File: src/rtl/lmsw_pkg.sv
package lmsw_pkg;

    // Field widths of the request and result channels.
    localparam int OP_W        = 2;
    localparam int CMD_W       = 8;
    localparam int LEVEL_W     = 8;
    localparam int LED_INDEX_W = 9;
    localparam int NIBBLE_W    = 4;

    // Size of the LED shadow store, in nibbles.
    localparam int NIBBLE_ADDRESSES = 128;
    localparam int RAM_ADDR_W       = $clog2(NIBBLE_ADDRESSES);

    // The frame always carries a full seven-bit nibble address.
    localparam int FRAME_ADDR_W = LED_INDEX_W - 2;

    // Frame layout: the longest frame is fourteen bits.
    localparam int FRAME_W  = 14;
    localparam int COUNT_W  = 4;
    localparam int FRAME_ID_W = 3;

    localparam logic [COUNT_W-1:0] CMD_FRAME_BITS = 4'd12;
    localparam logic [COUNT_W-1:0] LED_FRAME_BITS = 4'd14;

    localparam logic [FRAME_ID_W-1:0] ID_COMMAND = 3'b100;
    localparam logic [FRAME_ID_W-1:0] ID_WRITE   = 3'b101;

    // Brightness handling.
    localparam logic [CMD_W-1:0]    BRIGHTNESS_BASE_RESET = 8'd160;
    localparam logic [NIBBLE_W-1:0] LEVEL_MAX             = 4'd15;

    // Operation codes.
    typedef enum logic [OP_W-1:0] {
        OP_RAW_CMD    = 2'd0,
        OP_BRIGHTNESS = 2'd1,
        OP_SET_LED    = 2'd2,
        OP_UNUSED     = 2'd3
    } op_t;

endpackage

File: src/rtl/lmsw_if.sv
// Request channel: one operation for the serial writer.
interface lmsw_req_if;
    import lmsw_pkg::*;

    logic                          valid;
    logic                          ready;
    logic [OP_W-1:0]               op;
    logic [CMD_W-1:0]              cmd_byte;
    logic signed [LEVEL_W-1:0]     level;
    logic [LED_INDEX_W-1:0]        led_index;
    logic                          led_value;

    modport source (
        output valid, op, cmd_byte, level, led_index, led_value,
        input  ready
    );
    modport sink (
        input  valid, op, cmd_byte, level, led_index, led_value,
        output ready
    );
endinterface

// Result channel: one serial bit of a frame.
interface lmsw_res_if;
    logic valid;
    logic ready;
    logic data_bit;
    logic frame_first;
    logic last;

    modport source (
        output valid, data_bit, frame_first, last,
        input  ready
    );
    modport sink (
        input  valid, data_bit, frame_first, last,
        output ready
    );
endinterface

File: src/rtl/lmsw_ram.sv
module lmsw_ram #(
    parameter int WIDTH = 4,
    parameter int DEPTH = 128
) (
    input  logic                     clk,
    input  logic                     we,
    input  logic [$clog2(DEPTH)-1:0] waddr,
    input  logic [WIDTH-1:0]         wdata,
    input  logic [$clog2(DEPTH)-1:0] raddr,
    output logic [WIDTH-1:0]         rdata
);
    logic [WIDTH-1:0] mem [DEPTH];

    // One write port and one registered read port.
    always_ff @(posedge clk)
    begin
        if (we)
        begin
            mem[waddr] <= wdata;
        end
        rdata <= mem[raddr];
    end
endmodule

File: src/rtl/led_matrix_serial_writer_core.sv
// Channel   Direction  Payload                                        Handshake
// req       in         op, cmd_byte, level, led_index, led_value      valid/ready
// res       out        data_bit, frame_first, last                    valid/ready
// cfg       in         cfg_data (brightness command base)             cfg_we only
//
// A command or brightness request is loaded straight into a twelve-bit frame.
// A set-LED request first reads the shadow nibble, then modifies and writes it back
// while loading a fourteen-bit frame; the single bit shift register holds one frame.
// Requests with an unused op code are accepted and dropped; every LED address is in range.
// The shadow store reads as zero after reset through per-nibble valid flops.
// A stalled result holds the shift register; a new request waits until the frame ends.
module led_matrix_serial_writer_core (
    input  logic                     clk,
    input  logic                     rst_n,
    lmsw_req_if.sink                 req,
    lmsw_res_if.source               res,
    input  logic                     cfg_we,
    input  logic [lmsw_pkg::CMD_W-1:0] cfg_data
);
    import lmsw_pkg::*;

    typedef enum logic [2:0] {
        ST_IDLE  = 3'b001,
        ST_READ  = 3'b010,
        ST_SHIFT = 3'b100
    } state_t;

    state_t                   state_reg, state_next;
    logic [FRAME_W-1:0]       shift_reg, shift_next;
    logic [COUNT_W-1:0]       bits_left_reg, bits_left_next;
    logic                     first_reg, first_next;
    logic [CMD_W-1:0]         base_reg;
    logic [NIBBLE_ADDRESSES-1:0] valid_reg;

    logic [FRAME_ADDR_W-1:0]  addr_reg;
    logic [1:0]               bit_sel_reg;
    logic                     led_value_reg;

    logic                     req_fire;
    logic                     res_fire;
    logic [FRAME_ADDR_W-1:0]  req_addr;
    logic                     addr_ok;
    logic [NIBBLE_W-1:0]      level_clamped;
    logic [CMD_W-1:0]         cmd_sel;
    logic [NIBBLE_W-1:0]      nib_old;
    logic [NIBBLE_W-1:0]      nib_mask;
    logic [NIBBLE_W-1:0]      nib_new;
    logic [NIBBLE_W-1:0]      nib_rev;
    logic [NIBBLE_W-1:0]      ram_rdata;
    logic                     ram_we;

    assign req_fire = req.valid && req.ready;
    assign res_fire = res.valid && res.ready;

    // Nibble address and range check for a set-LED request.
    assign req_addr = req.led_index[LED_INDEX_W-1:2];
    assign addr_ok  = (32'(req_addr) < NIBBLE_ADDRESSES);

    // Clamp the signed brightness level to 0..15.
    always_comb
    begin
        if (req.level[LEVEL_W-1])
        begin
            level_clamped = '0;
        end
        else if (req.level[LEVEL_W-2:NIBBLE_W] != '0)
        begin
            level_clamped = LEVEL_MAX;
        end
        else
        begin
            level_clamped = req.level[NIBBLE_W-1:0];
        end
    end

    assign cmd_sel = (req.op == OP_BRIGHTNESS) ? (base_reg | {4'b0000, level_clamped})
                                               : req.cmd_byte;

    // Shadow store: registered read in the accept cycle, write back in the cycle after it.
    lmsw_ram #(
        .WIDTH (NIBBLE_W),
        .DEPTH (NIBBLE_ADDRESSES)
    ) u_shadow (
        .clk   (clk),
        .we    (ram_we),
        .waddr (addr_reg[RAM_ADDR_W-1:0]),
        .wdata (nib_new),
        .raddr (req_addr[RAM_ADDR_W-1:0]),
        .rdata (ram_rdata)
    );

    // Update one bit of the nibble; never-written nibbles read as zero.
    assign nib_old  = valid_reg[addr_reg[RAM_ADDR_W-1:0]] ? ram_rdata : '0;
    assign nib_mask = NIBBLE_W'(1) << bit_sel_reg;
    assign nib_new  = led_value_reg ? (nib_old | nib_mask) : (nib_old & ~nib_mask);
    assign nib_rev  = {nib_new[0], nib_new[1], nib_new[2], nib_new[3]};
    assign ram_we   = (state_reg == ST_READ);

    // Sequencer and bit-serial shift register, MSB first.
    always_comb
    begin
        state_next     = state_reg;
        shift_next     = shift_reg;
        bits_left_next = bits_left_reg;
        first_next     = first_reg;
        case (state_reg)
            ST_IDLE:
            begin
                if (req_fire)
                begin
                    if (req.op inside {OP_RAW_CMD, OP_BRIGHTNESS})
                    begin
                        shift_next     = {ID_COMMAND, cmd_sel, 1'b0, 2'b00};
                        bits_left_next = CMD_FRAME_BITS;
                        first_next     = 1'b1;
                        state_next     = ST_SHIFT;
                    end
                    else if (req.op == OP_SET_LED && addr_ok)
                    begin
                        state_next = ST_READ;
                    end
                end
            end
            ST_READ:
            begin
                shift_next     = {ID_WRITE, addr_reg, nib_rev};
                bits_left_next = LED_FRAME_BITS;
                first_next     = 1'b1;
                state_next     = ST_SHIFT;
            end
            ST_SHIFT:
            begin
                if (res_fire)
                begin
                    shift_next     = {shift_reg[FRAME_W-2:0], 1'b0};
                    bits_left_next = bits_left_reg - 1'b1;
                    first_next     = 1'b0;
                    if (bits_left_reg == 4'd1)
                    begin
                        state_next = ST_IDLE;
                    end
                end
            end
            default:
            begin
                state_next = ST_IDLE;
            end
        endcase
    end

    // Control registers.
    always_ff @(posedge clk or negedge rst_n)
    begin
        if (!rst_n)
        begin
            state_reg     <= ST_IDLE;
            bits_left_reg <= '0;
            first_reg     <= 1'b0;
            base_reg      <= BRIGHTNESS_BASE_RESET;
            valid_reg     <= '0;
        end
        else
        begin
            state_reg     <= state_next;
            bits_left_reg <= bits_left_next;
            first_reg     <= first_next;
            if (cfg_we)
            begin
                base_reg <= cfg_data;
            end
            if (ram_we)
            begin
                valid_reg[addr_reg[RAM_ADDR_W-1:0]] <= 1'b1;
            end
        end
    end

    // Payload registers.
    always_ff @(posedge clk)
    begin
        shift_reg <= shift_next;
        if (req_fire)
        begin
            addr_reg      <= req_addr;
            bit_sel_reg   <= req.led_index[1:0];
            led_value_reg <= req.led_value;
        end
    end

    // Port outputs.
    assign req.ready       = (state_reg == ST_IDLE);
    assign res.valid       = (state_reg == ST_SHIFT);
    assign res.data_bit    = shift_reg[FRAME_W-1];
    assign res.frame_first = first_reg;
    assign res.last        = (bits_left_reg == 4'd1);

    // A result is only offered while bits of the frame remain.
    assert property (@(posedge clk) disable iff (!rst_n)
        res.valid |-> (bits_left_reg != '0))
        else $error("result offered with no frame bits left");

    // The first bit of a frame comes with a full frame count.
    assert property (@(posedge clk) disable iff (!rst_n)
        (res.valid && res.frame_first) |->
            (bits_left_reg == CMD_FRAME_BITS || bits_left_reg == LED_FRAME_BITS))
        else $error("frame start with a wrong bit count");

    // After the last bit is taken, the writer returns to idle and no bit follows at once.
    assert property (@(posedge clk) disable iff (!rst_n)
        (res_fire && res.last) |=> (!res.valid && req.ready))
        else $error("frame did not end after its last bit");

    // A set-LED request within the store always goes through the read-modify cycle.
    assert property (@(posedge clk) disable iff (!rst_n)
        (req_fire && req.op == OP_SET_LED && addr_ok) |=> (ram_we && !res.valid))
        else $error("set-LED request skipped the shadow update");
endmodule
File: src/flat_wrapper.sv
// flat-port wrapper written by rule: the top's interface ports become plain ports
module led_matrix_serial_writer_core_flat import lmsw_pkg::*;
  (clk, rst_n, cfg_we, cfg_data, req_valid, req_op, req_cmd_byte, req_level, req_led_index, req_led_value, req_ready, res_valid, res_data_bit, res_frame_first, res_last, res_ready);
  lmsw_req_if req_i ();
  lmsw_res_if res_i ();
  input  logic clk;
  input  logic rst_n;
  input  logic cfg_we;
  input  logic [lmsw_pkg::CMD_W-1:0] cfg_data;
  input wire logic [$bits(req_i.valid)-1:0] req_valid;
  input wire logic [$bits(req_i.op)-1:0] req_op;
  input wire logic [$bits(req_i.cmd_byte)-1:0] req_cmd_byte;
  input wire logic [$bits(req_i.level)-1:0] req_level;
  input wire logic [$bits(req_i.led_index)-1:0] req_led_index;
  input wire logic [$bits(req_i.led_value)-1:0] req_led_value;
  output wire logic [$bits(req_i.ready)-1:0] req_ready;
  output wire logic [$bits(res_i.valid)-1:0] res_valid;
  output wire logic [$bits(res_i.data_bit)-1:0] res_data_bit;
  output wire logic [$bits(res_i.frame_first)-1:0] res_frame_first;
  output wire logic [$bits(res_i.last)-1:0] res_last;
  input wire logic [$bits(res_i.ready)-1:0] res_ready;
  assign req_i.valid = req_valid;
  assign req_i.op = req_op;
  assign req_i.cmd_byte = req_cmd_byte;
  assign req_i.level = req_level;
  assign req_i.led_index = req_led_index;
  assign req_i.led_value = req_led_value;
  assign req_ready = req_i.ready;
  assign res_valid = res_i.valid;
  assign res_data_bit = res_i.data_bit;
  assign res_frame_first = res_i.frame_first;
  assign res_last = res_i.last;
  assign res_i.ready = res_ready;
  led_matrix_serial_writer_core u_core (.clk(clk), .rst_n(rst_n), .req(req_i), .res(res_i), .cfg_we(cfg_we), .cfg_data(cfg_data));
endmodule
File: config.mk
export PLATFORM = sky130hd
export DESIGN_NAME = led_matrix_serial_writer_core_flat
export DESIGN_NICKNAME = d
export VERILOG_FILES = /design/src/rtl/lmsw_pkg.sv /design/src/rtl/lmsw_if.sv /design/src/rtl/lmsw_ram.sv /design/src/rtl/led_matrix_serial_writer_core.sv /design/src/flat_wrapper.sv
export SDC_FILE = /design/constraint.sdc
export NUM_CORES = 1
export LEC_CHECK = 0
export BUFFER_PORTS_ARGS = -buffer_cell sky130_fd_sc_hd__buf_2
export CAP_MARGIN = 10
export CORE_MARGIN = 10
export CORE_UTILIZATION = 45
export DETAILED_ROUTE_END_ITERATION = 12
export PLACE_DENSITY = 0.66
export SLEW_MARGIN = 20
export SYNTH_ARGS = -nofsm -noshare
export SYNTH_HDL_FRONTEND = slang
export SYNTH_SLANG_ARGS = --single-unit
File: constraint.sdc
create_clock -name clk -period 15 [get_ports clk]
set_clock_uncertainty 0.1 [all_clocks]
set_input_delay 0 -clock clk [delete_from_list [all_inputs] [get_ports clk]]
set_output_delay 0 -clock clk [all_outputs]
set_load 0.05 [all_outputs]
==> metrics, run 1 <==
drt first-iter violations=1379; final hold vios=0; vias in the first global route=14440; vias=14030; die width=266.5 um; clk buf depth=3; post-route cell area=31080 um^2; minimum clock period=3.846 ns; Skew-Pair Late Insertion Delay=0.61 ns; ANT nets after route=0; vias per cell=5.801; Sinks on Clock Net=684; CP top delay family=compound AO/OA/AOI/OAI gates; Worst path slowest cell=nor2b_1; DRT Pass-1 Iters=5; Slew Viols, Final=0; Ant. Diodes=0; FMAX=260.0 MHz; first-pass GRT wire length=93050 um; Cell Area, Synth=27350 um^2; worst setup margin=11.15 ns; crit path cell chain=buf_4 > nor2b_1 > o21ai_0 > o211ai_1 > o221ai_1 > o311a_2 > o221ai_2 > nand2_8; sequential area share after synthesis=0.7233; hold slack=0.05663 ns; crit start category=register; type of the worst min-delay path=input port to register; Worst VDD drop=0.09040 mV; Rows=90; WP data required=15.04 ns; port bufs=45; Reg area=19780 um^2; CP max FO=128; layout cell share with drive strength beyond 1=0.3093; initial antenna violation count=1; drt wl/cell=25.06 um; grt total ovfl=0; die height=266.5 um; effective utilization at floorplan=0.4540; CTS tree=yes; endpoints failing setup=0; TritonCTS Buffers=69; Netlist cell types=64; Final nets=1622; CTS Root Cell=clkbuf_16; Relative slew margins=0.2182; Yosys reg bits=684; Multi-input gate area=7134 um^2; core footprint=60250 um^2; Crit path buffers/inverters=1; total number of yosys warnings=0; Mapped Cells=1471; Setup crit end kind=register; largest net degree at the start of global routing=129; status=finished clean; CP Data Arrival Time=3.88 ns; setup TNS=0 ns; H-tree levels=3; Reg clk slew, reported paths=0.07 ns; critical path class=register to register; fraction of registers with async set/reset=0.2105; max reg flops=512; Net Count, Synth=1514; Slew @ Worst Pin=1.169 ns; drt drc=0; slowest cell delay on critical path=0.71 ns; RSZ-0062 raised after global routing=false; Most used DFF post-synth=edfxtp_1; synthesis-to-layout area growth=13.64%; dpl ws=11.10 ns; Max-Cap Viols=0; power density over cell area=145.0 nW/um^2; I/O pins=46; total track usage=0.1736; EDFF count, synth=536; syn_area_per_cell=18.59 um^2; RePlAce Congestion=0.8542; final wirelength=60600 um; overall power=0.004505 W; Die ar.=71040 um^2; Fillers=4718; Placed Area=28320 um^2; HPWL Detailed=37760 um; final worst path period share=0.2564; static leakage=11.17 nW
-- worst paths after layout --
check / from / to / slack [ns] / depth (start not counted)
min in group asynchronous: rst_n / u_core.base_reg[7] / 0.39 / 3
setup reg to reg: u_core.addr_reg[0] / u_core.u_shadow.mem[111][3] / 11.15 / 8
hold reg to reg: u_core.valid_reg[121] / u_core.valid_reg[121] / 0.36 / 2
hold / removal: req_led_value / u_core.led_value_reg / 0.06 / 2
max in group asynchronous: rst_n / u_core.valid_reg[15] / 13.51 / 4
setup / recovery: u_core.addr_reg[0] / u_core.u_shadow.mem[111][3] / 11.15 / 8
-- Yosys cell counts (9+ instances only) --
cell type	instances	share of area
a21oi_1	12	0.0022
a22o_1	9	0.0029
a22oi_1	12	0.0033
buf_2	19	0.0035
buf_6	12	0.0049
clkbuf_1	24	0.0033
dfrtp_1	141	0.13
edfxtp_1	536	0.59
inv_1	14	0.0019
mux2_2	18	0.0074
mux2i_1	29	0.011
mux4_2	173	0.14
nand2_1	44	0.0060
nand3_1	14	0.0026
nor2_1	150	0.021
nor2b_1	9	0.0021
o21ai_0	26	0.0048
or2_2	125	0.029
-- area by class of cell --
class / count / share of cell area
well taps: 782 / 0.03148
inverters: 15 / 0.001812
multi-input cells: 701 / 0.2295
clock buffers: 89 / 0.06196
repair buffers: 108 / 0.02738
clock inverters: 39 / 0.01131
flip-flops and latches: 684 / 0.6365
-- cell usage in the layout (no fill, tap or decap), types with 29 or more instances in the layout --
cell type / n
buf_2: 41
clkbuf_16: 72
dfrtp_1: 141
dlygate4sd3_1: 45
edfxtp_1: 536
mux2i_1: 29
mux4_2: 173
nand2_1: 43
nor2_1: 150
or2_2: 125
-- cell families (layout without fill, tap and decap cells) --
| group | Yosys count | count (layout) | synth area share |
|---|---|---|---|
| DFF | 684 | 684 | 0.7233 |
| and+or+nand+nor | 372 | 372 | 0.06743 |
| muxes | 223 | 223 | 0.1634 |
| AOI/OAI and AO/OA | 104 | 104 | 0.02695 |
| buffers and inverters | 86 | 251 | 0.01802 |
| adders and majority gates | 2 | 2 | 0.0009148 |
-- repair_timing --
item / CTS / global route
hold endpoints to repair: 119 / 0
hold buffers: 46 / 0
buffers inserted: 0 / 0
setup endpoints to repair: 0 / 0
gates resized for setup: 0 / 0
-- worst reg2reg max path, stage by stage, from the launching register on --
cell and delay (ns):
edfxtp_1 0.33, buf_4 0.37, nor2b_1 0.73, o21ai_0 0.23, o211ai_1 0.16, o221ai_1 0.16
o311a_2 0.41, o221ai_2 0.33, nand2_8 0.41
-- metrics by stage --
stage	utilization	cells
after floorplan	-	1471
after global placement	0.4699	2244
after detailed placement	0.4700	2244
after CTS	0.5157	2418
after global routing	0.5159	2418
final	0.5159	2418
-- metal layers --
layer  global-route usage  part of all wire
met1               0.2487              0.44
met2               0.2675              0.48
met3              0.03000             0.058
met4              0.05666             0.023
met5                    0           0.00012
-- report_power, final --
| part | total, W | internal [W] | switching [W] |
|---|---|---|---|
| Sequential | 0.00229 | 0.00225 | 0.0000396 |
| Clock | 0.00172 | 0.00100 | 0.000715 |
| Combinational | 0.000500 | 0.000152 | 0.000347 |
No activity file was read; power rests on OpenSTA's default activity.
==> inputs of run 2 (changes only) <==
==> constraint.sdc (replaced) <==
create_clock -name clk -period 4 [get_ports clk]
set_clock_uncertainty 0.1 [all_clocks]
set_input_delay 0 -clock clk [delete_from_list [all_inputs] [get_ports clk]]
set_output_delay 0 -clock clk [all_outputs]
set_load 0.05 [all_outputs]
==> metrics, run 2 (synthesized netlist as in run 1, its figures left out) <==
Ant. Diodes=0 (unchanged); Worst VDD drop=0.3119 mV (+250%); power density over cell area=544.3 nW/um^2 (+280%); Final nets=1646 (+1.5%); I/O pins=46 (unchanged); setup TNS=0 ns (unchanged); first-pass GRT wire length=96520 um (+3.7%); static leakage=11.33 nW (+1.5%); effective utilization at floorplan=0.4540 (unchanged); CTS tree=yes; FMAX=281.1 MHz (+8.1%); clk buf depth=3 (unchanged); layout cell share with drive strength beyond 1=0.3161 (+0.006784); Setup crit end kind=register; Placed Area=28560 um^2 (+0.87%); worst hold endpoint=u_core.addr_reg[1]; core footprint=60250 um^2 (unchanged); fin cells=2443 (+1.0%); CTS Root Cell=clkbuf_16; vias in the first global route=14800 (+2.5%); hold depth=2 (unchanged); Rows=90 (unchanged); minimum clock period=3.558 ns (-0.2881 ns); final hold vios=0 (unchanged); RSZ-0062 raised after global routing=false; ANT nets after route=0 (unchanged); HPWL Detailed=41020 um (+8.6%); most frequent cells in the layout=edfxtp_1, mux4_2, nor2_1, dfrtp_1, or2_2; status=finished clean; Post-CTS Setup Repair Bufs=0 (unchanged); Reg-to-Reg End=u_core.u_shadow.mem[101][0]; Slew Viols, Final=0 (unchanged); grt total ovfl=0 (unchanged); drt drc=0 (unchanged); Sinks on Clock Net=684 (unchanged); Hold Crit Start=req_led_index[3]; Post-Route Utilization=0.5208 (+0.004922); final worst path period share=0.8895 (+0.6331); Skew-Pair Late Insertion Delay=0.63 ns (+0.02 ns); RePlAce Congestion=0.9252 (+8.3%); vias per cell=5.842 (+0.71%); initial antenna violation count=0 (-1); max reg flops=512 (unchanged); DRT Pass-1 Iters=6 (+1); commonest non-fill, non-tap cell in the layout=edfxtp_1; WP data required=4.09 ns (-10.95 ns); die height=266.5 um (unchanged); CP Data Arrival Time=3.65 ns (-0.23 ns); post-cts resize count=0 (unchanged); CP max FO=128 (unchanged); synthesis-to-layout area growth=14.72%; TritonCTS Buffers=71 (+2.9%); Relative slew margins=0.1866 (-0.03161); critical path class=register to register; vias=14270 (+1.7%); Slew @ Worst Pin=1.217 ns (+0.04775 ns); R2R Path Start=u_core.addr_reg[0]; post-route cell area=31380 um^2 (+0.95%); crit path cell chain=buf_4 > nor2b_1 > buf_4 > a22o_1 > a221oi_1 > a21oi_1 > o311a_2 > nor2_4 > o21bai_4 > buf_6; total track usage=0.1816 (+0.007991); Die ar.=71040 um^2 (unchanged); crit start category=register; die width=266.5 um (unchanged); R2R Setup Slk=0.44 ns (-10.71 ns); Inst Count DP=2266 (+0.98%); port bufs=45 (unchanged); cell count of the worst reg-to-reg path=10 (+2); Max-Cap Viols=0 (unchanged); Reg clk slew, reported paths=0.06 ns (about the same); most used cell, CP=buf_4; H-tree levels=3 (unchanged); hold slack=0.04444 ns (-0.01219 ns); drt first-iter violations=1523 (+10%); largest net degree at the start of global routing=129 (unchanged); slowest cell delay on critical path=0.56 ns (-0.15 ns); endpoints failing setup=0 (unchanged); type of the worst min-delay path=input port to register; cts hold-fix bufs=44 (-4.3%); Worst path slowest cell=edfxtp_1; final wirelength=63090 um (+4.1%); drt wl/cell=25.82 um (+3.0%)
## run 2: cell types whose count changed in the layout (fill, tap and decap cells not counted), sizes merged
cell / previous run / this run
clkinvlp: 5 / 2
dlygate4sd3: 45 / 44
buf: 62 / 85
clkinv: 25 / 22
clkbuf: 90 / 98
bufinv: 5 / 6
## run 2: worst max-delay path by stage
stage | startpoint | to | slack (ns) | depth (start not counted)
floorplan | u_core.addr_reg[0] | u_core.u_shadow.mem[0][1] | -0.37 | 8
finish | u_core.addr_reg[0] | u_core.u_shadow.mem[101][0] | 0.44 | 10
detailed placement | u_core.addr_reg[0] | u_core.u_shadow.mem[35][0] | 0.29 | 9
global placement | u_core.addr_reg[0] | u_core.u_shadow.mem[48][0] | 0.51 | 9
global route | u_core.addr_reg[0] | u_core.u_shadow.mem[52][0] | 0.31 | 9
CTS | u_core.addr_reg[0] | u_core.u_shadow.mem[34][0] | 0.29 | 10
## run 2: layout make-up
| cell class | count | area, um^2 |
|---|---|---|
| inverters | 15 | 56.30 |
| multi-input cells | 701 | 7121 |
| well taps | 782 | 978.4 |
| clock buffers | 97 | 1987 |
| clock inverters | 34 | 336.6 |
| fillers | 4617 | 28870 |
| flip-flops and latches | 684 | 19780 |
| repair buffers | 130 | 1115 |
## run 2: through the flow
stage / power, W / setup WS [ns]
after floorplan: 0.009918 / -0.3744
after global placement: 0.01054 / 0.5098
after detailed placement: 0.01062 / 0.2912
after CTS: 0.01721 / 0.2915
after global routing: 0.01770 / 0.3115
final: 0.01708 / 0.4420
## run 2: where the power goes
part	switching, W	internal, W
clock	0.00268	0.00388
sequential	0.000155	0.00844
combinational	0.00130	0.000622
total	0.00414	0.0129
## run 2: critical path: cells and delay by family (launching register included)
kind,cells,cell delay (ns)
compound gates,5,1.11
buf+inv,3,0.72
flops,1,0.56
simple gates,2,0.45
## run 2: metal layers
layer  track usage  up-vias  wire (um)
li1              -     6067          -
met1        0.2593     7602      27560
met2        0.2835      498      30310
met3       0.03267      104       3835
met4       0.05097        0       1384
met5             0        -          0
==> inputs of run 3 (changes only) <==
==> constraint.sdc (replaced) <==
create_clock -name clk -period 4 [get_ports clk]
set_clock_uncertainty 0.1 [all_clocks]
set_input_delay 0.4 -clock clk [delete_from_list [all_inputs] [get_ports clk]]
set_output_delay 0.4 -clock clk [all_outputs]
set_load 0.05 [all_outputs]
==> metrics, run 3 (synthesized netlist as in run 1, its figures left out) <==
final worst path period share=0.9485 (+0.05897); TritonCTS Buffers=69 (-2.8%); drt first-iter violations=1445 (-5.1%); commonest non-fill, non-tap cell in the layout=edfxtp_1; CTS tree=yes; minimum clock period=3.794 ns (+0.2359 ns); clk buf depth=3 (unchanged); DRT Pass-1 Iters=7 (+1); CP max FO=100 (-22%); H-tree levels=3 (unchanged); Sinks on Clock Net=684 (unchanged); final hold vios=0 (unchanged); core footprint=60250 um^2 (unchanged); RePlAce Congestion=0.9759 (+5.5%); FMAX=263.6 MHz (-6.2%); WP data required=4.24 ns (+0.15 ns); CTS Root Cell=clkbuf_16; sequential share of power=0.502 (about the same); drt drc=0 (unchanged); Worst VDD drop=0.2652 mV (-15%); die width=266.5 um (unchanged); first-pass GRT wire length=93300 um (-3.3%); Slew Viols, Final=0 (unchanged); vias=13990 (-1.9%); Clk pwr share=0.386 (+0.002); switching part of the total power=0.2432 (+0.0008623); P_sw=0.004157 W (+0.44%); Reg clk slew, reported paths=0.06 ns (about the same); static leakage=11.22 nW (-0.98%); Skew-Pair Late Insertion Delay=0.62 ns (about the same); Placed Area=28610 um^2 (+0.18%); final wirelength=61460 um (-2.6%); port bufs=45 (unchanged); post-cts resize count=0 (unchanged); layout cell share with drive strength beyond 1=0.3245 (+0.008465); Multi-input gate area=7121 um^2 (unchanged); type of the worst min-delay path=input port to register; HPWL Detailed=40610 um (-1.0%); Max-Cap Viols=0 (unchanged); Reg area=19780 um^2 (unchanged); dpl ws=0.3660 ns (+0.07476 ns); endpoints failing setup=0 (unchanged); ANT nets after route=0 (unchanged); die height=266.5 um (unchanged); Die ar.=71040 um^2 (unchanged); max reg flops=512 (unchanged); total track usage=0.1750 (-0.006525); synthesis-to-layout area growth=13.77%; Relative slew margins=0.2312 (+0.04462); crit start category=register; largest net degree at the start of global routing=102 (-21%); post-route cell area=31120 um^2 (-0.83%); Final nets=1620 (-1.6%); critical path class=register to register; Ant. Diodes=0 (unchanged); cell-internal power=0.01294 W (about the same); power density over cell area=549.3 nW/um^2 (+0.92%); most frequent cells in the layout=edfxtp_1, mux4_2, nor2_1, dfrtp_1, or2_2; drt wl/cell=25.48 um (-1.3%); status=finished clean; effective utilization at floorplan=0.4540 (unchanged); logic gate share of total power=0.112 (about the same); initial antenna violation count=0 (unchanged); Setup crit end kind=register; grt total ovfl=0 (unchanged); CP Data Arrival Time=4.03 ns (+0.38 ns); Slew @ Worst Pin=1.153 ns (-0.06399 ns); Fillers=4686 (+1.5%); I/O pins=46 (unchanged); vias per cell=5.802 (-0.68%); Rows=90 (unchanged); vias in the first global route=14390 (-2.8%); RSZ-0062 raised after global routing=false; worst setup margin=0.2061 ns (-0.2359 ns)
run 3: cell types whose count changed in the layout (fill, tap and decap cells not counted), sizes merged:
cell / delta
buf: +3
bufinv: +2
inv: -2
clkbuf: -13
dlygate4sd3: -27
clkinvlp: +2
clkinv: +4
run 3: cell type report:
type / instances / area share
Sequential cell: 684 / 0.6358
Multi-Input combinational cell: 701 / 0.2288
Clock buffer: 84 / 0.06064
Tap cell: 782 / 0.03144
Timing Repair Buffer: 106 / 0.02710
Clock inverter: 40 / 0.01440
Inverter: 15 / 0.001809
run 3: worst max-delay path, stage by stage (launching register included):
cell	delay, ns
edfxtp_1	0.43
buf_12	0.21
nor2_1	0.40
a22oi_1	0.17
o22ai_1	0.18
o22ai_1	0.13
o31ai_2	0.48
nor2_4	0.14
o21ai_4	0.67
buf_12	0.34
run 3: layer usage:
metal	wire length [um]	vias to the layer above	part of all wire	global-route usage
met5	0	-	0	0
met4	1608	0	0.026	0.05834
met3	3667	112	0.060	0.03552
met2	28970	456	0.47	0.2687
met1	27210	7424	0.44	0.2476
li1	-	6002	-	-
run 3: timing repair:
| item | 4_1_cts | 5_1_grt |
|---|---|---|
| hold buffers | 17 | 0 |
| setup buffers | 0 | 0 |
| endpoints found under the hold margin | 113 | 0 |
run 3: worst paths after layout:
check,from,to,slack [ns],cells after the start
worst max-delay path,u_core.addr_reg[1],u_core.u_shadow.mem[33][2],0.21,9
worst min register to register,u_core.valid_reg[36],u_core.valid_reg[36],0.37,1
worst min-delay path,cfg_we,u_core.base_reg[5],0.09,2
max in group asynchronous,rst_n,u_core.valid_reg[39],2.46,3
worst max register to register,u_core.addr_reg[1],u_core.u_shadow.mem[33][2],0.21,9
min in group asynchronous,rst_n,u_core.base_reg[1],0.38,2
run 3: through the flow:
step                hold slack [ns]  utilization  setup TNS (ns)  power (W)  instances
detailed placement           0.3495       0.4749               0    0.01062       2271
floorplan                  0.004409            -         -140.72   0.009918       1471
CTS                         0.07271       0.5165               0    0.01722       2412
global route                0.08953       0.5165               0    0.01768       2412
global placement             0.3454       0.4749               0    0.01055       2271
finish                      0.09252       0.5165               0    0.01709       2412
run 3: power groups by stage:
stage	clock (W)	combinational (W)	sequential (W)
after global routing	0.00701	0.00208	0.00859
final	0.00660	0.00191	0.00858
after detailed placement	0	0.00190	0.00871
after CTS	0.00673	0.00192	0.00857
after floorplan	0	0.00120	0.00872
after global placement	0	0.00183	0.00872
